### src/tcpa_pkg.sv
// Shared types and constants for the two-class priority arbiter with burst limit.
// Used by the interfaces, the queue pointer logic, the scheduler and the top level.
// No dependencies.
package tcpa_pkg;

  localparam int ID_W      = 16;
  localparam int KEY_W     = 8;
  localparam int ENTRY_W   = ID_W + KEY_W;
  localparam int BURST_W   = 8;
  localparam int CFG_IDX_W = 2;
  localparam int CFG_DAT_W = 8;

  localparam logic [BURST_W-1:0] BURST_LIMIT_RST     = 8'd3;
  localparam logic [KEY_W-1:0]   CLASS_THRESHOLD_RST = 8'd60;
  localparam logic [BURST_W-1:0] BURST_MAX           = 8'hFF;

  // configuration register indexes
  localparam logic [CFG_IDX_W-1:0] CFG_BURST_LIMIT     = 2'd0;
  localparam logic [CFG_IDX_W-1:0] CFG_CLASS_THRESHOLD = 2'd1;

  typedef enum logic {
    OP_ENQ   = 1'b0,
    OP_SERVE = 1'b1
  } op_t;

  typedef enum logic [1:0] {
    ST_ENQUEUED = 2'd0,
    ST_SERVED   = 2'd1,
    ST_EMPTY    = 2'd2,
    ST_DROPPED  = 2'd3
  } status_t;

  typedef enum logic {
    S_IDLE = 1'b0,
    S_READ = 1'b1
  } state_t;

  typedef struct packed {
    logic push;
    logic pop;
  } fifo_cmd_t;

  typedef struct packed {
    logic empty;
    logic full;
  } fifo_stat_t;

endpackage

### src/tcpa_fifo_ctl.sv
// Head, tail and fill count of one circular queue whose entries live in a tcpa_ram.
// Depends on tcpa_pkg for the command and status structs.
module tcpa_fifo_ctl import tcpa_pkg::*; #(
  parameter int DEPTH = 16
) (
  input  logic                     clk,
  input  logic                     rst,
  input  fifo_cmd_t                cmd,
  output fifo_stat_t               stat,
  output logic [$clog2(DEPTH)-1:0] head,
  output logic [$clog2(DEPTH)-1:0] tail
);

  localparam int PTR_W = $clog2(DEPTH);
  localparam int CNT_W = $clog2(DEPTH + 1);
  localparam logic [PTR_W-1:0] LAST = PTR_W'(DEPTH - 1);

  logic [CNT_W-1:0] count;
  logic [CNT_W-1:0] count_next;
  logic [PTR_W-1:0] head_next;
  logic [PTR_W-1:0] tail_next;

  always_comb begin
    head_next  = head;
    tail_next  = tail;
    count_next = count;
    if (cmd.push) begin
      tail_next = (tail == LAST) ? '0 : tail + 1'b1;
    end
    if (cmd.pop) begin
      head_next = (head == LAST) ? '0 : head + 1'b1;
    end
    unique case ({cmd.push, cmd.pop})
      2'b10:   count_next = count + 1'b1;
      2'b01:   count_next = count - 1'b1;
      default: count_next = count;
    endcase
  end

  always_ff @(posedge clk) begin
    if (rst) begin
      head  <= '0;
      tail  <= '0;
      count <= '0;
    end else begin
      head  <= head_next;
      tail  <= tail_next;
      count <= count_next;
    end
  end

  assign stat.empty = (count == '0);
  assign stat.full  = (count == CNT_W'(DEPTH));

  a_no_push_full: assert property (@(posedge clk) disable iff (rst)
    cmd.push |-> !stat.full) else $error("push into full queue");

  a_no_pop_empty: assert property (@(posedge clk) disable iff (rst)
    cmd.pop |-> !stat.empty) else $error("pop from empty queue");

  a_count_bound: assert property (@(posedge clk) disable iff (rst)
    count <= CNT_W'(DEPTH)) else $error("queue count beyond depth");

endmodule

### config.mk
export PLATFORM = sky130hd
export DESIGN_NAME = tcpa_fifo_ctl
export DESIGN_NICKNAME = d
export VERILOG_FILES = /design/src/tcpa_pkg.sv /design/src/tcpa_fifo_ctl.sv
export SDC_FILE = /design/constraint.sdc
export NUM_CORES = 1
export LEC_CHECK = 0
export BUFFER_PORTS_ARGS = -buffer_cell sky130_fd_sc_hd__buf_2
export CORE_UTILIZATION = 30
export CTS_BUF_LIST = sky130_fd_sc_hd__clkbuf_4 sky130_fd_sc_hd__clkbuf_8 sky130_fd_sc_hd__clkbuf_16
export DETAILED_ROUTE_END_ITERATION = 10
export GPL_TIMING_DRIVEN = 0
export PLACE_DENSITY_LB_ADDON = 0.1
export SLEW_MARGIN = 15
export SYNTH_ARGS = -nofsm -noshare
export SYNTH_HDL_FRONTEND = slang
export SYNTH_SLANG_ARGS = --single-unit
### constraint.sdc
create_clock -name clk -period 2.55 [get_ports clk]
set_input_delay 0.3825 -clock clk [delete_from_list [all_inputs] [get_ports clk]]
set_output_delay 0.3825 -clock clk [all_outputs]
set_load 0.01 [all_outputs]
==> impl_metrics.env <==
export IMPL_yosysSeqAreaShare_pct=32.50
export IMPL_critPathKind="primary input to flip-flop"
export IMPL_setup_ws_ps=548.8
export IMPL_gp_congestion=0.7476
export IMPL_grt_start_max_net_pins=11
export IMPL_cts_root_buf="clkbuf_4"
export IMPL_dpl_cell_count=134
export IMPL_end_kind="flip-flop"
export IMPL_slew_viol_final=0
export IMPL_netlist_area_sq_um=800.8
export IMPL_worstMarginPinSlew_ps=468.3
export IMPL_fillCellCount=270
export IMPL_finish_utilization_pct=37.34
export IMPL_grt_pass1_vias=555
export IMPL_grt_overflow=0
export IMPL_slew_headroom_pct=68.78
export IMPL_irDropWorstVdd_uv=227.9
export IMPL_final_cells=138
export IMPL_postCtsSetupRepairBufs=0
export IMPL_synth_edf_count=0
export IMPL_worstHoldPathType="primary input to flip-flop"
export IMPL_dieArea_sq_mm=0.002880
export IMPL_status="finished, final reports clean"
export IMPL_track_usage_pct=12.95
export IMPL_viasPerCell=5.014
export IMPL_finalHoldViolCount=0
export IMPL_drtIter0Drc=9
export IMPL_synth_most_common_cell="nor2_1"
export IMPL_cts_tree="yes"
export IMPL_clock_sinks=13
export IMPL_synth_nets=101
export IMPL_area_growth_pct=16.56
export IMPL_insertion_delay_ps=280
export IMPL_antenna_found_initial=0
export IMPL_rsz0062_at_grt="no"
export IMPL_die_y_um=53.67
export IMPL_fmax_mhz=499.7
export IMPL_tns_ps=0
export IMPL_synth_seq_cells=13
export IMPL_drc=0
export IMPL_antennaDiodeCount=0
export IMPL_synth_area_leaders="dfxtp_1, ha_1, nor2_1, xor2_1, a21oi_1"
export IMPL_p_per_area_mw_per_mm2=565.4
export IMPL_wl_mm=1.588
export IMPL_path_max_fanout=8
export IMPL_die_x_um=53.67
export IMPL_start_kind="primary input"
export IMPL_yosys_area_top_type="dfxtp_1"
export IMPL_grt_pass1_wl_mm=2.608
export IMPL_vias=692
export IMPL_yosys_warnings=0
export IMPL_r2r_cells=7
export IMPL_rows=18
export IMPL_p_total_w=0.0005277
export IMPL_drv_cap=0
export IMPL_numCtsBuffers=3
export IMPL_p_leak_nw=0.4297
export IMPL_dpl_worst_slack_ps=234.4
export IMPL_hpwlAfterDp_mm=1.181
export IMPL_arrival_ps=2170
export IMPL_finalCritPeriodShare_pct=78.48
export IMPL_syn_inst=91
export IMPL_finalSetupViolCount=0
export IMPL_clkTransAtPathRegs_ps=90
export IMPL_cts_resized=0
export IMPL_cts_hold_buf=0
export IMPL_cp_required_ps=2720
export IMPL_ys_flop_type="dfxtp_1"
export IMPL_yosys_area_top_type_share_pct=32.50
export IMPL_ys_types=28
export IMPL_routedWlPerCell_um=11.51
export IMPL_drive_gt1_share_pct=25.00
export IMPL_post_route_min_period_ps=2001
export IMPL_ys_top_cells_by_count="nor2_1, dfxtp_1, a21oi_1, nand2_1, ha_1"
export IMPL_drtAntennaViolNets=0
export IMPL_htree_num_levels=1
export IMPL_start_util_pct=32.03
export IMPL_ios=14
export IMPL_io_buffers=13
export IMPL_synthArstFlopShare_pct=0
export IMPL_core_sq_mm=0.002500
export IMPL_fin_nets=119
export IMPL_hold_path_cell_count=2
export IMPL_skew_ps=8.350
export IMPL_syn_avg_cell_area_sq_um=8.800
export IMPL_clock_path_buffers=2
export IMPL_dr_pass1_iters=4
==> sequential cells by signal (all words and copies together) (netlist names) <==
register / flops
count: 5
head: 4
tail: 4
==> final timing paths <==
check	from	endpoint	slack, ps
hold reg to reg	head[3]	head[3]	510
setup / recovery	cmd[1]	count[4]	550
hold / removal	rst	count[2]	360
setup reg to reg	count[1]	count[4]	790
==> kinds of logic after synthesis <==
family,synth area share (%)
xor gates and xnor gates,5.469
adders and majority gates,9.375
buffers and inverters,6.093
AOI/OAI and AO/OA,18.44
DFF,32.50
and+or+nand+nor,22.50
muxes,5.625
==> through the flow <==
| step | cell area [sq um] | hold WS (ps) |
|---|---|---|
| finish | 933.4 | 357.7 |
| global route | 933.4 | 368.4 |
| CTS | 933.4 | 352.3 |
| detailed placement | 903.4 | 498.6 |
| global placement | 903.4 | 490.9 |
| floorplan | 800.8 | 451.6 |
==> where the power goes <==
group          internal (W)  total [W]  switching, W
Sequential         0.000220   0.000238     0.0000181
Combinational     0.0000698   0.000143     0.0000737
Clock             0.0000713   0.000146     0.0000747
Total              0.000361   0.000528      0.000167
==> cells in the final DEF, fill, tap and decap left out <==
| cell type | instances |
|---|---|
| nor2_1 | 16 |
| dfxtp_1 | 13 |
| buf_2 | 13 |
| a21oi_1 | 8 |
| nand2_1 | 8 |
| ha_1 | 6 |
| xor2_1 | 5 |
| inv_1 | 4 |
| clkbuf_4 | 4 |
| mux2i_1 | 3 |
| o21ai_0 | 3 |
| or3_1 | 3 |
| buf_6 | 2 |
| a311oi_1 | 2 |
| o21ai_1 | 2 |
| nand2b_1 | 2 |
| buf_4 | 1 |
| or4_1 | 1 |
| clkbuf_1 | 1 |
| and3b_1 | 1 |
| nor3b_1 | 1 |
| a21o_2 | 1 |
| nand2b_4 | 1 |
| a2111oi_2 | 1 |
| a311o_1 | 1 |
| o41ai_2 | 1 |
| nor2b_1 | 1 |
| nor4b_2 | 1 |
| a221oi_2 | 1 |
| mux2_4 | 1 |
==> routing by layer <==
layer,routed length (um),vias to the layer above,GRT usage [%],part of all wire (%)
met1,771,325,16.92,49
met2,730,12,18.72,46
met4,27,0,7.895,1.7
met5,0,-,0,0
met3,58,4,3.390,3.7
li1,-,351,-,-
==> critical path: stages <==
cell and delay [ps]:
buf_2 130, inv_1 120, ha_1 190, buf_4 160
xor2_1 160, ha_1 230, nor2b_1 160, o21ai_1 70
a221oi_2 250, mux2_4 320
==> final cells by class <==
class	count	area, sq um	area share [%]
multi-input cells	70	491.7	52.68
well taps	30	37.54	4.021
clock buffers	4	30.03	3.217
repair buffers	13	65.06	6.971
inverters	4	15.01	1.609
plain buffers	4	33.78	3.619
flip-flops and latches	13	260.3	27.88
(Power assumes the default switching activity.)
