[config.mk]
export PLATFORM = sky130hd
export DESIGN_NAME = tcpa_ram
export DESIGN_NICKNAME = d
export VERILOG_FILES = /design/src/tcpa_ram.sv
export SDC_FILE = /design/constraint.sdc
export NUM_CORES = 1
export LEC_CHECK = 0
export BUFFER_PORTS_ARGS = -buffer_cell sky130_fd_sc_hd__buf_2
export CORE_UTILIZATION = 55
export CTS_CLUSTER_SIZE = 16
export DETAILED_ROUTE_END_ITERATION = 6
export HOLD_SLACK_MARGIN = 0.1
export PLACE_DENSITY = 0.74
export SLEW_MARGIN = 20
export SYNTH_ARGS = -nofsm -noshare
export SYNTH_HDL_FRONTEND = slang
export SYNTH_SLANG_ARGS = --single-unit
export TNS_END_PERCENT = 10
[constraint.sdc]
create_clock -name clk -period 5.15 [get_ports clk]
set_clock_uncertainty 0.15 [all_clocks]
set_input_delay 0 -clock clk [delete_from_list [all_inputs] [get_ports clk]]
set_output_delay 0 -clock clk [all_outputs]
set_load 0.05 [all_outputs]
[src/tcpa_ram.sv]
// Generic simple dual-port RAM: one write port, one read port, registered read.
// No dependencies.
module tcpa_ram #(
  parameter int WIDTH = 24,
  parameter int DEPTH = 16
) (
  input  logic                     clk,
  input  logic                     wr_en,
  input  logic [$clog2(DEPTH)-1:0] wr_addr,
  input  logic [WIDTH-1:0]         wr_data,
  input  logic [$clog2(DEPTH)-1:0] rd_addr,
  output logic [WIDTH-1:0]         rd_data
);

  logic [WIDTH-1:0] mem [DEPTH];

  always_ff @(posedge clk) begin
    if (wr_en) begin
      mem[wr_addr] <= wr_data;
    end
    rd_data <= mem[rd_addr];
  end

endmodule

==> metrics.cfg, run 1 <==
[logic_synthesis]
ys_top_cells_by_area = edfxtp_1 77%, mux4_2 14%, dfxtp_1 3.2%
ys_ff_latch = 408
synth_cells = 636
ys_seq_area_share_pct = 80.4
synth_compound_area_share_pct = 2.41
syn_nets = 670
synth_area_um2 = 14900
synthXorXnorAreaFrac_pct = 0
synth_area_leader_cell = edfxtp_1
synth_top_family_by_area = multiplexers
syn_area_per_cell_um2 = 23.5
synth_mux_area_share_pct = 14.5
netlist.area_leader.share_pct = 77.2
yosys.area_share.adder_pct = 0
yosys_warnings = 0
synth-simple-area-share_pct = 1.49
synth_cell_types = 16

[worst_setup_path]
worst_r2r_path_depth = 4
slowest_delay_ns = 0.79
r2r_start = mem[0][20]
cpLargestDelayFamily = buffers and inverters
reg2reg_setup_slack_ns = 3.27
critical_path_class = in -> reg
cp-end-kind = register
cp_cell_sequence = dlygate4sd3_1 > buf_2 > nand3b_1 > dlygate4sd3_1 > nor2_2 > buf_4
reg2reg_to = rd_data[20]
path_common_cell = dlygate4sd3_1
worstSetupStartpointType = input port
path_buf_inv = 4
critPathMaxFanout = 13
cp_data_arrival_time_ns = 2.72
crit_slowest_cell = nor2_2
required_ns = 5.19

[power_and_ir_drop]
ir_drop_v = 0.000294
power.total_mw = 6.98
power_density_nw_per_um2 = 402
p_leak_nw = 5.67

[route]
drt-total-wl_mm = 30.0
drt-initial-drc-count = 683
vias = 6844
dr.pass1.iters = 5
ant_nets = 0
drc_errors = 0
wire_per_inst_um = 26.7
routed_via_density = 6.08

[global_routing]
grt_start_max_net_pins = 75
grt_use_total_pct = 22.4
antenna_found_initial = 0
grt_pass1_vias = 7325
grt_pass1_wl_mm = 44.6
grt_remaining_overflow = 0

[cts]
cts_tree = done
h-tree-depth = 2
clk_latency_ns = 0.52
cts_root_buffer = clkbuf_16
cts.path.max_buffers = 3
numCtsBuffers = 40
clk_pin_slew_worst_paths_ns = 0.06
cts_num_sinks = 408

[final_layout]
area_growth_pct = 16.3
fin_util_pct = 65.9
drive_gt1_share_pct = 32.4
n_antenna_cell = 0
final_net_count = 795

[sta]
post-route-period-util_pct = 52.1
tightest_slew_ns = 0.999
period_needed_ns = 2.68
rsz0062_at_grt = no
slew_viol_final = 0
fmax_mhz = 373
hold_viol_final = 0
setup_tns_ns = 0
finalSetupViolCount = 0
holdWs_ns = 0.169
relSlewSlack_pct = 33.3

[min_path]
min_path_cells = 4
worstHoldStart = rd_addr[1]
min_to = rd_data[9]
hold_class = in -> reg

[die]
boundaryPins = 58
initial_core_util_pct = 56.7
die_area_um2 = 27800
die_w_um = 167
row_count = 59
core-area_um2 = 26400
die_h_um = 167

[place]
place_congestion = 0.741
dp_hpwl_mm = 15.2
port-buffer-count = 57

[outcome]
outcome = completed

[flow_run]
cap_violations = 0

-- sequential cells by signal, summed over array words and instances (netlist names) --
| signal | cells |
|---|---|
| mem | 384 |
| rd_data | 24 |
-- cells by family after synthesis --
group | after synthesis
AO/OA/AOI/OAI | 48
buffers and inverters | 33
flip-flops | 408
multiplexers | 96
AND/OR/NAND/NOR | 51
-- worst max-delay path by stage --
stage                     startpoint          to  slack, ns  cells past startpoint
after floorplan           wr_addr[2]   mem[0][0]       2.38                      2
after global placement    rd_addr[0]  rd_data[4]       2.60                      5
after detailed placement  rd_addr[0]  rd_data[4]       2.53                      5
after CTS                 wr_addr[2]  mem[9][16]       2.53                      6
after global routing      wr_addr[2]  mem[9][14]       2.40                      6
final                     wr_addr[2]  mem[9][16]       2.47                      6
-- where the power goes --
| group | internal (mW) | switching, mW | total (mW) | leakage (nW) |
|---|---|---|---|---|
| clock network | 1.69 | 1.14 | 2.84 | 0.643 |
| logic | 0.149 | 0.258 | 0.408 | 1.36 |
| registers | 3.71 | 0.0217 | 3.73 | 3.67 |
| total | 5.55 | 1.42 | 6.98 | 5.67 |
-- metal layers --
metal | track usage [%] | routed length [µm]
met3 | 3.37 | 1770
met4 | 8.01 | 854
met5 | 0 | 0
met2 | 39.2 | 15700
met1 | 28.7 | 11700
-- per-stage QoR --
stage / setup WS (ns) / cells / instance area [µm²]
after floorplan: 2.38 / 636 / 14900
after global placement: 2.60 / 1018 / 15700
after detailed placement: 2.53 / 1018 / 15700
after CTS: 2.53 / 1126 / 17400
after global routing: 2.40 / 1126 / 17400
final: 2.47 / 1126 / 17400
-- final cells by class --
class	instances	area, µm²
clock buffer	60	1190
clock inverter	12	114
fill	1639	8990
multi-input combinational	195	2800
sequential	408	12000
tap	335	419
timing repair buffer	116	830
-- worst register-to-register path, cell delays in order (launching register included) --
cell and delay [ns]:
edfxtp_1 0.37, mux4_2 0.46, a22oi_1 0.18, dlygate4sd3_1 0.57, nand2_1 0.05
-- Yosys cell counts --
cell type,number
edfxtp_1,384
mux4_2,96
a22oi_1,48
nand2_1,25
dfxtp_1,24
clkbuf_1,18
nor2_1,13
buf_2,10
buf_6,5
nor3_1,4
nand2b_1,2
nand3b_1,2
nor2b_1,2
and2_1,1
nand3_1,1
or3b_2,1
-- what timing repair did --
action	CTS	global route
resized for setup	0	0
endpoints found under the hold margin	540	0
hold buffers	36	0
buffers inserted	0	0
setup endpoints to repair	0	0
-- cells in the final DEF (no fill, tap or decap), drive strengths merged --
cell / count
a22oi: 48
and2: 1
buf: 79
bufinv: 2
clkbuf: 61
clkinv: 8
dfxtp: 24
dlygate4sd3: 36
edfxtp: 384
inv: 2
mux4: 96
nand2: 25
nand2b: 2
nand3: 1
nand3b: 2
nor2: 13
nor2b: 2
nor3: 4
or3b: 1
No activity file was read; power rests on OpenSTA's default activity.
==> run 2, diff against run 1 <==
--- a/config.mk
+++ b/config.mk
@@ -10,7 +10,7 @@
 export CTS_CLUSTER_SIZE = 16
 export DETAILED_ROUTE_END_ITERATION = 6
 export HOLD_SLACK_MARGIN = 0.1
-export PLACE_DENSITY = 0.74
+export PLACE_DENSITY = 0.77
 export SLEW_MARGIN = 20
 export SYNTH_ARGS = -nofsm -noshare
 export SYNTH_HDL_FRONTEND = slang
==> constraint.sdc (replaced) <==
create_clock -name clk -period 2.2 [get_ports clk]
set_clock_uncertainty 0.15 [all_clocks]
set_input_delay 0 -clock clk [delete_from_list [all_inputs] [get_ports clk]]
set_output_delay 0 -clock clk [all_outputs]
set_load 0.05 [all_outputs]
==> metrics.cfg, run 2 (same netlist as run 1, synthesis figures left out) <==
[die]
die_w_um = 167  ; unchanged
die_h_um = 167  ; unchanged
die_area_um2 = 27800  ; unchanged
boundaryPins = 58  ; unchanged
initial_core_util_pct = 56.7  ; unchanged
core-area_um2 = 26400  ; unchanged
row_count = 59  ; unchanged

[final_layout]
final_common_cell = edfxtp_1
largest_register_ffs = 384  ; unchanged
final_cells = 1135  ; +0.80%
fill_cells = 1602  ; -2.3%
largest-register = mem
drive_gt1_share_pct = 32.4  ; about the same
postLayoutCellArea_um2 = 17500  ; +0.53%
fin_util_pct = 66.2  ; +0.35 points
n_antenna_cell = 0  ; unchanged
final_net_count = 805  ; +1.3%
reg_top3 = mem (384), rd_data (24)
area_growth_pct = 16.9
most-common-layout-cells = 384 x edfxtp_1, 96 x mux4_2, 55 x buf_2

[flow_run]
cap_violations = 0  ; unchanged

[power_and_ir_drop]
netSwitchingFraction_pct = 20.6  ; +0.21 points
p_leak_nw = 5.72  ; +0.85%
ir_drop_v = 0.00115  ; +290%
power_frac_comb_pct = 6.1  ; +0.3 points
power_density_nw_per_um2 = 927  ; +130%
clkPwrFrac_pct = 39.9  ; -0.7 points
p_sw_mw = 3.33  ; +130%
seqPwrFrac_pct = 54.0  ; +0.5 points
p_int_mw = 12.9  ; +130%
power.total_mw = 16.2  ; +130%

[place]
dpl_cell_area_um2 = 15900  ; +1.1%
port-buffer-count = 57  ; unchanged
place_congestion = 0.736  ; -0.65%
dp_hpwl_mm = 16.0  ; +5.8%
place_inst = 1030  ; +1.2%

[cts]
cts_num_sinks = 408  ; unchanged
numCtsBuffers = 39  ; -2.5%
cts.path.max_buffers = 3  ; unchanged
post_cts_buffers = 0  ; unchanged
h-tree-depth = 2  ; unchanged
cts_root_buffer = clkbuf_16
cts.hold.buffers_added = 35  ; -2.8%
clk_latency_ns = 0.52  ; about the same
ctsResizeCount = 0  ; unchanged
cts_tree = done
clk_pin_slew_worst_paths_ns = 0.06  ; about the same

[min_path]
worstHoldStart = rd_addr[0]
hold_class = in -> reg

[global_routing]
grt_use_total_pct = 22.5  ; +0.16 points
grt_pass1_wl_mm = 45.4  ; +1.8%
grt_pass1_vias = 7558  ; +3.2%
grt_remaining_overflow = 0  ; unchanged
grt_start_max_net_pins = 32  ; -57%
antenna_found_initial = 0  ; unchanged

[outcome]
outcome = completed

[worst_setup_path]
worstSetupStartpointType = register
cp-startpoint = mem[11][4]
critPathMaxFanout = 1  ; -12
critical_path_class = reg -> reg
required_ns = 2.46  ; -2.73 ns
cp_data_arrival_time_ns = 2.14  ; -0.58 ns
r2r_start = mem[11][4]
cp-end-kind = register

[route]
vias = 6996  ; +2.2%
wire_per_inst_um = 26.6  ; -0.28%
dr.pass1.iters = 5  ; unchanged
drc_errors = 0  ; unchanged
routed_via_density = 6.16  ; +1.4%
drt-total-wl_mm = 30.2  ; +0.52%
drt-initial-drc-count = 738  ; +8.1%
ant_nets = 0  ; unchanged

[sta]
slew_viol_final = 0  ; unchanged
post-route-period-util_pct = 85.4
tightest_slew_ns = 0.736  ; -0.263 ns
relSlewSlack_pct = 50.8  ; +17 points
finalSetupViolCount = 0  ; unchanged
period_needed_ns = 1.88
holdWs_ns = 0.112  ; -0.0566 ns
hold_viol_final = 0  ; unchanged
rsz0062_at_grt = no
fmax_mhz = 532

==> run 2: changes by cell type in the layout (fill, tap and decap cells not counted), moves of 2 or more <==
cell,previous run,this run
clkinv_1,3,8
buf_12,0,6
inv_6,2,0
clkbuf_8,10,1
buf_4,24,30
==> run 2: per-stage QoR <==
step / setup slack, ns / TNS (ns)
after CTS: 0.331 / 0
after global placement: 0.482 / 0
after global routing: 0.225 / 0
after floorplan: -0.267 / -17.34
after detailed placement: 0.453 / 0
final: 0.322 / 0
==> run 2: area by class of cell <==
type | instances | area (µm²) | share of cell area, %
clock buffer | 53 | 1080 | 6.19
clock inverter | 17 | 154 | 0.882
multi-input combinational | 195 | 2810 | 16.1
sequential | 408 | 12000 | 68.8
tap | 335 | 419 | 2.40
timing repair buffer | 127 | 982 | 5.63
==> run 2: final timing paths <==
check,end,slack [ns],cells past startpoint
setup / recovery,rd_data[4],0.32,4
hold / removal,rd_data[2],0.11,5
setup reg to reg,rd_data[4],0.32,4
hold reg to reg,rd_data[2],0.53,3
==> run 2: power groups by stage <==
| stage | Combinational [mW] | Sequential, mW | Clock, mW |
|---|---|---|---|
| 5_1_grt | 1.05 | 8.76 | 6.85 |
| 4_1_cts | 0.995 | 8.75 | 6.53 |
| 3_5_place_dp | 0.939 | 8.91 | 0 |
| 3_3_place_gp | 0.904 | 8.89 | 0 |
| 2_1_floorplan | 0.420 | 9.08 | 0 |
| 6_report | 0.989 | 8.75 | 6.46 |
==> run 2: routing by layer <==
metal  GRT usage (%)  routed length (µm)
met1            29.8               11700
met2            39.1               15600
met3            3.40                2180
met4            7.00                 706
met5               0                   0
==> run 2: worst max-delay path, cell delays in order, from the launching register on <==
cell           delay, ns
edfxtp_1            0.36
mux4_2              0.47
a22oi_1             0.18
dlygate4sd3_1       0.57
nand2_1             0.04
